--- config.mk ---
export PLATFORM = sky130hd
export DESIGN_NAME = csp_check
export DESIGN_NICKNAME = d
export VERILOG_FILES = /design/src/rtl/csp_pkg.sv /design/src/rtl/csp_check.sv
export SDC_FILE = /design/constraint.sdc
export NUM_CORES = 1
export LEC_CHECK = 0
export BUFFER_PORTS_ARGS = -buffer_cell sky130_fd_sc_hd__clkbuf_2
export CAP_MARGIN = 10
export CELL_PAD_IN_SITES_DETAIL_PLACEMENT = 0
export CELL_PAD_IN_SITES_GLOBAL_PLACEMENT = 1
export CORE_MARGIN = 3
export CORE_UTILIZATION = 21
export DETAILED_ROUTE_END_ITERATION = 8
export PLACE_DENSITY_LB_ADDON = 0.15
export SLEW_MARGIN = 20
export SYNTH_ARGS = -nofsm -noshare
export SYNTH_HDL_FRONTEND = slang
export SYNTH_SLANG_ARGS = --single-unit
--- constraint.sdc ---
create_clock -name vclk -period 3.7
set_input_delay 0 -clock vclk [all_inputs]
set_output_delay 0 -clock vclk [all_outputs]
set_load 0.01 [all_outputs]
--- src/rtl/csp_pkg.sv ---
// shared types, codes and defaults for the checked byte scratchpad
package csp_pkg;

    // default memory size in bytes
    localparam int unsigned SIZE_BYTES_DEF = 65536;

    // request kinds
    localparam logic REQ_READ  = 1'b0;
    localparam logic REQ_WRITE = 1'b1;

    // access size codes
    localparam logic [1:0] SIZE_B1 = 2'd0;
    localparam logic [1:0] SIZE_B2 = 2'd1;
    localparam logic [1:0] SIZE_B4 = 2'd2;
    localparam logic [1:0] SIZE_B8 = 2'd3;

    // one request as held inside the block
    typedef struct packed {
        logic        is_write;
        logic [1:0]  size;
        logic        sext;
        logic [31:0] addr;
        logic [63:0] wdata;
    } req_t;

    // sequencer states
    typedef enum logic {
        ST_IDLE,
        ST_ACCESS
    } state_t;

endpackage

--- src/rtl/csp_check.sv ---
// alignment and range check of one request
module csp_check #(
    parameter int unsigned SIZE_BYTES = csp_pkg::SIZE_BYTES_DEF
) (
    input  csp_pkg::req_t req,
    output logic          fault
);
    import csp_pkg::*;

    logic [2:0]  align_mask;
    logic [3:0]  nbytes;
    logic [32:0] end_addr;
    logic        misaligned;
    logic        past_end;

    // low address bits that must be zero, and the byte count
    always_comb begin
        case (req.size)
            SIZE_B1: begin
                align_mask = 3'b000;
                nbytes     = 4'd1;
            end
            SIZE_B2: begin
                align_mask = 3'b001;
                nbytes     = 4'd2;
            end
            SIZE_B4: begin
                align_mask = 3'b011;
                nbytes     = 4'd4;
            end
            SIZE_B8: begin
                align_mask = 3'b111;
                nbytes     = 4'd8;
            end
            default: begin
                align_mask = 3'b111;
                nbytes     = 4'd8;
            end
        endcase
    end

    // end of the access must stay inside the memory
    assign end_addr   = {1'b0, req.addr} + {29'd0, nbytes};
    assign misaligned = (req.addr[2:0] & align_mask) != 3'b000;
    assign past_end   = end_addr > 33'(SIZE_BYTES);
    assign fault      = misaligned | past_end;

endmodule

Word level (Yosys, flattened, before mapping)
Index checks and enable logic that the tools add are counted.
{ "word_totals": {"in_bits": 100, "reg_bits": 0, "output_inout_bits": 1, "elab_cells": 11} }
{ "classes": {"magnitude_cmp": 1, "n_mux": 2, "eq_ne": 3, "n_reduce_logical": 2, "addsub": 1, "bitwise_logic": 2} }
{ "op_table": {"columns": ["operator", "count"], "rows": [
  ["$add A32 B4 Y33", 1],
  ["$gt A33 B17 Y1 const B", 1],
  ["$pmux W4 S4", 1],
  ["$pmux W3 S4", 1],
  ["$eq A2 B2 Y1 const B", 2],
  ["$and A3 B3 Y3", 1],
  ["$reduce_bool A3 Y1", 1],
  ["$eq A2 B1 Y1 const B", 1],
  ["$logic_not A2 Y1", 1],
  ["$or A1 B1 Y1", 1]
]} }

Logic depth before layout (Yosys ltp)
{ "depth": {"depth_word": 5, "mapped_depth": 11, "ltp_nobuf": 10} }

Worst setup path before layout
Ideal clock, no wire load.
{ "synth_path": {"kind": "input port to output port", "start": "input req[97] (netlist bit)", "end": "output fault", "setup_slack_ns": 1.017, "arrival_time_ns": 2.683, "required_ns": 3.700, "n_path_buf": 0, "path_stages": 10, "cell_sequence": "nor2_1 > ha_1 > fa_1 > a211oi_1 > nor2_1 > and3_1 > a21o_2 > a2111oi_0 > or4b_1 > or4_1"} }
{ "synth_between": {"elab_chain_len": 5, "word_cells_on_any_way": 11, "cone_classes": "add/sub (1); order compare (1); eq/ne (3); mux (2); bitwise (2); reduce/logical (2)"} }
{ "synth_rtl": {"columns": ["element", "line_no", "rtl"], "rows": [
  ["start: declaration", "csp_check.sv:5", "input csp_pkg::req_t req,"],
  ["$eq A2 B2 Y1 (tied with other cells)", "csp_check.sv:18", "case (req.size)"],
  ["$pmux W4 S4 / $pmux W3 S4 (equally long branches)", "csp_check.sv:18", null],
  ["$add A32 B4 Y33 / $and A3 B3 Y3 (equally long branches)", "csp_check.sv:43, csp_check.sv:44", null],
  ["$gt A33 B17 Y1 / $reduce_bool A3 Y1 (equally long branches)", "csp_check.sv:45, csp_check.sv:44", null],
  ["$or A1 B1 Y1 (*)", "csp_check.sv:46", "assign fault = misaligned | past_end;"],
  ["end: declaration", "csp_check.sv:6", "output logic fault"]
]} }
Mark *: on every way between the ends. The rest lies on a longest branch, timed or not.

Worst setup path in the final report
Same ends and word-level chain as after synthesis.

==> results.toml <==
[status]
status = "finished, final reports clean"

[layout]
multi_input_area_sq_um = 872
clockBufferCount = 0
instances_no_fill = 217
seq_cells = 0
finalInstanceArea_sq_mm = 0.00112
drive_gt1_frac = 0.293
final_common_cell = "clkbuf_2"
nets = 275
num-fill-cells = 465
syn2layout_area_growth_pct = 26.6
final_cell_mix = "clkbuf_2, nor2_1, nand2_1, nand3_1, and3_1"
insertedDiodeCount = 0
seqCellArea_sq_um = 0

[global_routing]
grt_pass1_wl_um = 4970
use_met2 = 0.196
antenna_found_initial = 0
grtUsageMet1 = 0.162
top_usage_layer = "met2"
grt_pass1_vias = 1124
met3_usage = 0.0128
grt_start_max_net_pins = 9
grtUsageTotal = 0.114
grt_overflow = 0

[floorplanning]
ios = 101
die_x_um = 71.0
row_count = 23
start_util = 0.220
die-area_sq_mm = 0.00505
die_y_um = 71.0
core-area_sq_mm = 0.00403

[setup_path]
cp_max_fo = 5
cp-start-kind = "input pin"
crit_buf_inv = 2
max_stage_delay_ns = 0.49
endpoint_kind = "primary output"
path_cells = "clkbuf_2, nor2_1, ha_1, fa_1, a211oi_1, nor2_1, and3_1, a21o_2, a2111oi_0, or4b_1, or4_1, clkbuf_2"
criticalPathCategory = "in2out"
path_depth = 12
worstPathRequired_ns = 3.70
cp_slowest_cell = "or4b_1"
crit_family = "simple AND/OR/NAND/NOR gates"
arrival_ns = 3.14

[yosys]
synth_area_per_cell_sq_um = 6.68
postSynthNetCount = 239
yosysUniqueCellTypes = 44
synthCells = 133
ys_warn_count = 0
syn-cell-area_sq_um = 888
ys_seq_area_frac = 0

[power_and_ir_drop]
cellLeakagePower_nw = 0.461
vdd_drop_max_mv = 0.0298
powerDensity_mw_per_mm2 = 88.0

[placement]
dpl.hpwl_um = 2490
port_buffers = 35
place_ws_ns = 0.599
place_area_sq_mm = 0.00112
dp.cells = 217
gp_congestion = 0.795

[timing]
period_share = 0.849
slew_headroom = 0.651
setup_viol = 0
clock.fmax_mhz = 318
rsz0062_at_grt = "false"
worst_hold_slack_ns = 0.553
setup_slack_ns = 0.560
worstMarginPinSlew_ns = 0.518
fin_tns_setup_ns = 0
hold_viol = 0
slew_viol_final = 0
layout_min_cycle_time_ns = 3.14

[flow_run]
cap_viol_max_count = 0

[drt]
vias = 1157
antenna_left = 0
drtIter0Drc = 44
wl_per_cell_um = 13.4
routed_via_density = 5.33
drc = 0
routed_wl_um = 2910
firstDrtPassIters = 4

[hold_path]
min_path_cells = 5
min_path_type = "in2out"

[clocking]
cts_setup_buffers = 0
cts_hold_buffers = 0
post_cts_resize_count = 0
-- per-stage QoR --
stage | utilization | total power, mW
5_1_grt | 0.279 | 0.112
3_5_place_dp | 0.279 | 0.0987
6_report | 0.279 | 0.0990
3_3_place_gp | 0.279 | 0.0964
2_1_floorplan | - | 0.0520
4_1_cts | 0.279 | 0.0994
-- synth_stat cells, types with 2 or more instances --
library cell	number	area share
nor2_1	15	0.063
nand2_1	13	0.055
nand3_1	10	0.056
and3_1	8	0.056
o21ai_0	7	0.039
nand4_1	6	0.042
a21oi_1	5	0.028
ha_1	5	0.070
a211oi_1	4	0.034
nor3_1	4	0.023
nor3b_1	4	0.034
mux2_2	3	0.038
nor2b_1	3	0.021
or2_2	3	0.021
a2111oi_0	2	0.020
a22oi_1	2	0.017
a31oi_1	2	0.014
a41oi_1	2	0.020
and2_1	2	0.014
and4_1	2	0.020
and4_4	2	0.025
inv_1	2	0.0085
nand4b_1	2	0.020
o311ai_0	2	0.020
or4_1	2	0.017
xnor2_1	2	0.020
xor2_1	2	0.020
-- metal layers --
| metal | vias to the layer above | wire length, um |
|---|---|---|
| met1 | 540 | 1420 |
| met5 | - | 0 |
| met2 | 18 | 1360 |
| met3 | 0 | 126 |
| met4 | 0 | 0 |
| li1 | 599 | - |
-- tightest hold or removal path, delay by kind of cell --
kind            cells  cell delay (ns)
buf+inv             2             0.24
simple gates        2             0.18
compound gates      1             0.13
-- area by class of cell --
| cell class | instances | area share |
|---|---|---|
| timing repair buffer | 36 | 0.162 |
| multi-input combinational | 129 | 0.775 |
| inverter | 2 | 0.00667 |
| tap | 50 | 0.0556 |
-- path summary, 6_finish.rpt --
check / from / end / slack (ns)
setup / recovery: req[97] / fault / 0.56
hold / removal: req[91] / fault / 0.55
-- power by group --
group          total, mW  internal [mW]  leakage [nW]  switching [mW]
clock network          0              0             0               0
registers              0              0             0               0
logic             0.0990         0.0419         0.461          0.0571
-- cells by family (layout without fill, tap and decap cells) --
family / Yosys count / after routing / synth area share
fa+ha+maj: 6 / 6 / 0.0930
buf+inv: 4 / 38 / 0.0183
xor+xnor: 4 / 4 / 0.0394
simple gates: 82 / 82 / 0.544
compound gates: 33 / 33 / 0.256
mux: 4 / 4 / 0.0493
Power figures use the tool's default switching activity.
