**config.mk**
```make
export PLATFORM = sky130hd
export DESIGN_NAME = csp_lane
export DESIGN_NICKNAME = d
export VERILOG_FILES = /design/src/rtl/csp_pkg.sv /design/src/rtl/csp_lane.sv
export SDC_FILE = /design/constraint.sdc
export NUM_CORES = 1
export LEC_CHECK = 0
export BUFFER_PORTS_ARGS = -buffer_cell sky130_fd_sc_hd__buf_2
export CAP_MARGIN = 20
export CORE_AREA = 2 2 113 115
export DETAILED_ROUTE_END_ITERATION = 8
export DIE_AREA = 0 0 115 117
export GPL_TIMING_DRIVEN = 0
export PLACE_DENSITY_LB_ADDON = 0.25
export SYNTH_ARGS = -nofsm -noshare
export SYNTH_HDL_FRONTEND = slang
export SYNTH_SLANG_ARGS = --single-unit
export TNS_END_PERCENT = 50
```
**constraint.sdc**
```tcl
create_clock -name vclk -period 1.75
set_input_delay 0.0875 -clock vclk [all_inputs]
set_output_delay 0.0875 -clock vclk [all_outputs]
set_load 0.01 [all_outputs]
```
**src/rtl/csp_pkg.sv**
```systemverilog
// shared types, codes and defaults for the checked byte scratchpad
package csp_pkg;

    // default memory size in bytes
    localparam int unsigned SIZE_BYTES_DEF = 65536;

    // request kinds
    localparam logic REQ_READ  = 1'b0;
    localparam logic REQ_WRITE = 1'b1;

    // access size codes
    localparam logic [1:0] SIZE_B1 = 2'd0;
    localparam logic [1:0] SIZE_B2 = 2'd1;
    localparam logic [1:0] SIZE_B4 = 2'd2;
    localparam logic [1:0] SIZE_B8 = 2'd3;

    // one request as held inside the block
    typedef struct packed {
        logic        is_write;
        logic [1:0]  size;
        logic        sext;
        logic [31:0] addr;
        logic [63:0] wdata;
    } req_t;

    // sequencer states
    typedef enum logic {
        ST_IDLE,
        ST_ACCESS
    } state_t;

endpackage

```
**src/rtl/csp_lane.sv**
```systemverilog
// byte lane merge for writes and extract with extension for reads
module csp_lane (
    input  csp_pkg::req_t req,
    input  logic [63:0]   word,
    output logic [63:0]   merged,
    output logic [63:0]   value
);
    import csp_pkg::*;

    logic [63:0] mask;
    logic [5:0]  shift;
    logic [63:0] raw;

    // mask of the bytes touched, at the low end
    always_comb begin
        case (req.size)
            SIZE_B1: mask = 64'h0000_0000_0000_00ff;
            SIZE_B2: mask = 64'h0000_0000_0000_ffff;
            SIZE_B4: mask = 64'h0000_0000_ffff_ffff;
            SIZE_B8: mask = 64'hffff_ffff_ffff_ffff;
            default: mask = 64'hffff_ffff_ffff_ffff;
        endcase
    end

    assign shift  = {req.addr[2:0], 3'b000};
    assign merged = (word & ~(mask << shift)) | ((req.wdata & mask) << shift);
    assign raw    = (word >> shift) & mask;

    // sign extension only for two and four byte reads
    always_comb begin
        value = raw;
        if (req.sext) begin
            case (req.size)
                SIZE_B2: value = {{48{raw[15]}}, raw[15:0]};
                SIZE_B4: value = {{32{raw[31]}}, raw[31:0]};
                default: value = raw;
            endcase
        end
    end

endmodule

```
# [After elaboration in Yosys (flattened, before gate mapping)]
# Cells that the tools add are included.
[totals] register_bits=0 input_bits=164 out_inout_bits=128 word_cells=15
[op_classes] n_eq_ne=3 shift=3 mux=3 bitwise=5 n_reduce_logical=1
[op_table] operator="$pmux W64 S4" count=1
[op_table] operator="$and A64 B64 Y64" count=3
[op_table] operator="$pmux W64 S2" count=1
[op_table] operator="$shl A64 B6 Y64" count=2
[op_table] operator="$mux W64" count=1
[op_table] operator="$not A64 Y64" count=1
[op_table] operator="$or A64 B64 Y64" count=1
[op_table] operator="$shr A64 B6 Y64" count=1
[op_table] operator="$eq A2 B2 Y1 const B" count=2
[op_table] operator="$eq A2 B1 Y1 const B" count=1
[op_table] operator="$logic_not A2 Y1" count=1

# [Depth between registers and ports, before layout]
[logic_depth] ltp_word=6 mapped_depth=8

# [Worst setup path after synthesis]
# No wires, ideal clock.
[synth_timing] path_kind="input port to output port" start="input req[97] (netlist name)" end="output merged[53]" t_arrival_ns=1.486 t_required_ns=1.662 setup_slack_ns=0.176 path_stages=7 path_buffers=2 cell_sequence="ha_1 > or2_1 > buf_2 > buf_2 > a32oi_1 > o22ai_1 > a221o_1"
[synth_via] elab_chain_cells=6 elab_cells_between_ends=11 cone_classes="3 x eq/ne; 2 x shift; 1 x mux; 4 x bitwise; 1 x reduce/logical"
[synth_rtl] element="from (decl)" line="csp_lane.sv:3" text="input csp_pkg::req_t req,"
[synth_rtl] element="$eq A2 B2 Y1 (tied with other cells)" line="csp_lane.sv:16" text="case (req.size)"
[synth_rtl] element="$pmux W64 S4 *" line="csp_lane.sv:16"
[synth_rtl] element="$shl A64 B6 Y64" line="csp_lane.sv:26" text="assign merged = (word & ~(mask << shift)) | ((req.wdata & mask) << shift);"
[synth_rtl] element="$not A64 Y64" line="csp_lane.sv:26"
[synth_rtl] element="$and A64 B64 Y64" line="csp_lane.sv:26"
[synth_rtl] element="$or A64 B64 Y64 *" line="csp_lane.sv:26"
[synth_rtl] element="to (decl)" line="csp_lane.sv:5" text="output logic [63:0] merged,"
# Mark *: on every way between the ends. The rest lies on a longest branch, timed or not. The select of a mux whose other input is x is not followed.

# [Worst setup path in the final report]
[layout_timing] start="input req[65] (netlist name)" end="output merged[14]"
[layout_via] elab_chain_cells=4 elab_cells_between_ends=5 cone_classes="2 x shift; 3 x bitwise"
[layout_rtl] element="$shl A64 B6 Y64" line="csp_lane.sv:26"
[layout_rtl] element="$not A64 Y64" line="csp_lane.sv:26"
[layout_rtl] element="$and A64 B64 Y64" line="csp_lane.sv:26"
[layout_rtl] element="$or A64 B64 Y64 *" line="csp_lane.sv:26"
# Mark *: on every way between the ends. The rest lies on a longest branch, timed or not.

==> metrics.md <==
| Metric | Value |
|---|---|
| HP Class | input port to output port |
| Fin crit period | approximately 1.8 ns |
| Number of max-cap violations | 0 |
| Share of layout cells above drive strength 1 | a little over half |
| DR vias | 7110 |
| Hold_buf cts | 0 |
| Vias in the first global route | roughly 6500 |
| Worst Tran Pin Value | 0.604 ns |
| First-pass GRT wire length | between 40 and 50 mm |
| Syn Inst Count | around 630 |
| Max Slew Vio Count | 0 |
| Layout clock buffer count | 0 |
| Worst ir drop on vdd | between 0.1 and 0.15 mV |
| Register area share after synthesis | 0% |
| Setup WS post-layout | -0.0546 ns |
| Ports | approximately 300 |
| Post-synthesis xor/xnor area fraction | 0% |
| Unrepaired setup endpoints after global routing | yes |
| Post-Syn Area | approximately 4500 um^2 |
| Setup Viol. Count Final | 23 |
| Violated checks | negative setup slack |
| Lkg Pwr | ~3.4 nW |
| Main combinational cell family by area after synthesis | compound AO/OA/AOI/OAI gates |
| Hold Path Stages | 3 |
| Mux cell area share after synthesis | 31.7% |
| Synthesis-to-finish area growth | 53.8% |
| Max incr delay on CP | between 0.4 and 0.5 ns |
| Largest net degree at the start of global routing | 11 |
| IO Port Bufs | around 260 |
| Post-Synth Simple-Gate Area | roughly 22% |
| DIE AREA | 13500 um^2 |
| Setup crit end kind | output port |
| Yosys warns | 0 |
| DRT iter0 DRCs | between 900 and 1000 |
| # DRC | 0 |
| Initial Utilization | 36.8% |
| Netlist cell types | 49 |
| Worst setup path class | input port to output port |
| Syn avg cell area | ~7.2 um^2 |
| Gr usage total | around two fifths |
| Max FO, Critical Path | 10 |
| FF+latch area | 0 um^2 |
| CP arrival | 1.72 ns |
| Filler Cell Count | around 1200 |
| F_max | between 500 and 600 MHz |
| Via density | between 6 and 7 |
| Num sequential | 0 |
| Post-DP HPWL | approximately 23 mm |
| Slowest CP cell | nand2b_1 |
| Outcome | complete, but fails checks |
| Period Utilization, post-route | 103% |
| Total grt overflow | 0 |
| Pwr dens | 337 nW/um^2 |
| CP Capture Point | merged[14] |
| Startpoint Class | input port |
| Post-synthesis net count | ~800 |
| Endpoints failing hold | 0 |
| GPL Wtd Cong | approximately 1.1 |
| Antenna Violating Nets Remaining | 0 |
| DRT Wirelength | around 30 mm |
| Initial antenna violation count | 1 |
| Post-DR wirelength/cell | roughly 28 um |
| Adder-Cell Fraction of Synth Area | between 1 and 1.5% |
| Chip Width | ~120 um |
| # nets final | ~1100 |
| CP Cell Sequence | buf_4, clkbuf_16, nor2_4, nand2b_1, a22o_1, buf_2 |
| Die H | 117 um |
| Critical Path Start | req[65] |
| Setup TNS | -0.455 ns |
| Max-slew headroom | roughly 60% |
| DR pass1 iterations | 6 |
| Synth Area in Compound Gates | a little over a third |
| Critical Path RT | approximately 1.7 ns |
| Antenna cells | 0 |
| Core ar. | approximately 12000 um^2 |
| PnR Total Power | 2.35 mW |
| Row cnt | 41 |
-- through the flow --
stage	cell area [um^2]	setup WS, ns	instances	util [%]	hold WS [ns]
3_5_place_dp	6030	-0.598	1041	49.0	0.498
6_report	6960	-0.0546	1060	56.6	0.507
4_1_cts	6590	-0.0350	1054	53.5	0.495
5_1_grt	6960	-0.0815	1060	56.6	0.514
2_1_floorplan	4530	0.177	629	-	0.304
3_3_place_gp	6030	-0.641	1041	49.0	0.490
-- logic make-up (layout without fill, tap and decap cells) --
logic type | after synthesis | after routing
buf+inv | 75 | 356
mux | 106 | 106
compound gates | 238 | 238
simple gates | 206 | 206
fa+ha+maj | 4 | 4
-- how the worst min path moves through the flow --
stage / startpoint / end / slack (ns)
after floorplan: word[17] / merged[17] / 0.30
after global placement: word[15] / merged[15] / 0.49
final: req[52] / merged[52] / 0.51
after detailed placement: word[15] / merged[15] / 0.50
after global routing: req[52] / merged[52] / 0.51
after CTS: word[15] / merged[15] / 0.50
-- layout by cell type, fill, tap and decap left out, drive strengths merged, types with 9 or more instances in the layout --
| master | instances |
|---|---|
| a32oi | 12 |
| nand3 | 35 |
| a22oi | 21 |
| a22o | 17 |
| buf | 325 |
| o21ai | 66 |
| mux4 | 28 |
| nor2b | 9 |
| nor2 | 31 |
| o2bb2ai | 11 |
| a211o | 9 |
| o22ai | 13 |
| a221o | 9 |
| nand2b | 9 |
| mux2i | 59 |
| o311ai | 10 |
| nand2 | 85 |
| a21oi | 47 |
| clkbuf | 24 |
| mux2 | 19 |
| and3b | 9 |
| nor3 | 12 |
-- worst max-delay path, delay by kind of cell --
family	cells	cell delay [ns]
simple gates	2	0.82
buf+inv	3	0.46
compound gates	1	0.34
-- per-layer routing --
| layer | vias to the layer above | track usage [%] | share of wire, % |
|---|---|---|---|
| li1 | 3018 | - | - |
| met1 | 3300 | 53.9 | 37 |
| met2 | 678 | 64.2 | 44 |
| met3 | 112 | 10.0 | 14 |
| met4 | 2 | 16.3 | 4.6 |
| met5 | - | 0 | 0.057 |
-- area by class of cell --
cell class                      count  area, um^2  share of cell area, %
Buffer                             66         659                   9.47
Multi-Input combinational cell    554        4530                   65.0
Inverter                            7        31.3                  0.449
Timing Repair Buffer              283        1560                   22.4
Tap cell                          150         188                   2.70
-- power by group --
| group | leakage [nW] | internal, mW | switching, mW | total, mW |
|---|---|---|---|---|
| Combinational | 3.38 | 0.989 | 1.36 | 2.35 |
| Sequential | 0 | 0 | 0 | 0 |
| Clock | 0 | 0 | 0 | 0 |
-- synthesized netlist by cell type, drive strengths merged (6+ instances only) --
| cell | n | area [um^2] |
|---|---|---|
| o22ai | 13 | 81.3 |
| nor3b | 6 | 45.0 |
| a31oi | 7 | 43.8 |
| a22o | 17 | 149 |
| nor2 | 31 | 131 |
| buf | 47 | 327 |
| inv | 7 | 26.3 |
| a32oi | 12 | 105 |
| a221o | 9 | 90.1 |
| mux2 | 19 | 214 |
| a211o | 9 | 78.8 |
| nand2 | 85 | 319 |
| a21oi | 47 | 235 |
| nand3 | 35 | 175 |
| o311ai | 10 | 103 |
| nor3 | 12 | 65.1 |
| nand2b | 9 | 56.3 |
| a22oi | 21 | 158 |
| mux2i | 59 | 591 |
| nor2b | 9 | 56.3 |
| and3b | 9 | 78.8 |
| clkbuf | 21 | 78.8 |
| mux4 | 28 | 631 |
| o2bb2ai | 11 | 96.3 |
| o21ai | 66 | 330 |
-- timing repair --
| action | CTS | global route |
|---|---|---|
| buffers inserted | 14 | 4 |
| hold endpoints to repair | 0 | 0 |
| gates cloned | 1 | 2 |
| pin swaps | 10 | 12 |
| setup endpoints to repair | 127 | 112 |
| gates resized for setup | 134 | 88 |
Power figures use the tool's default switching activity.
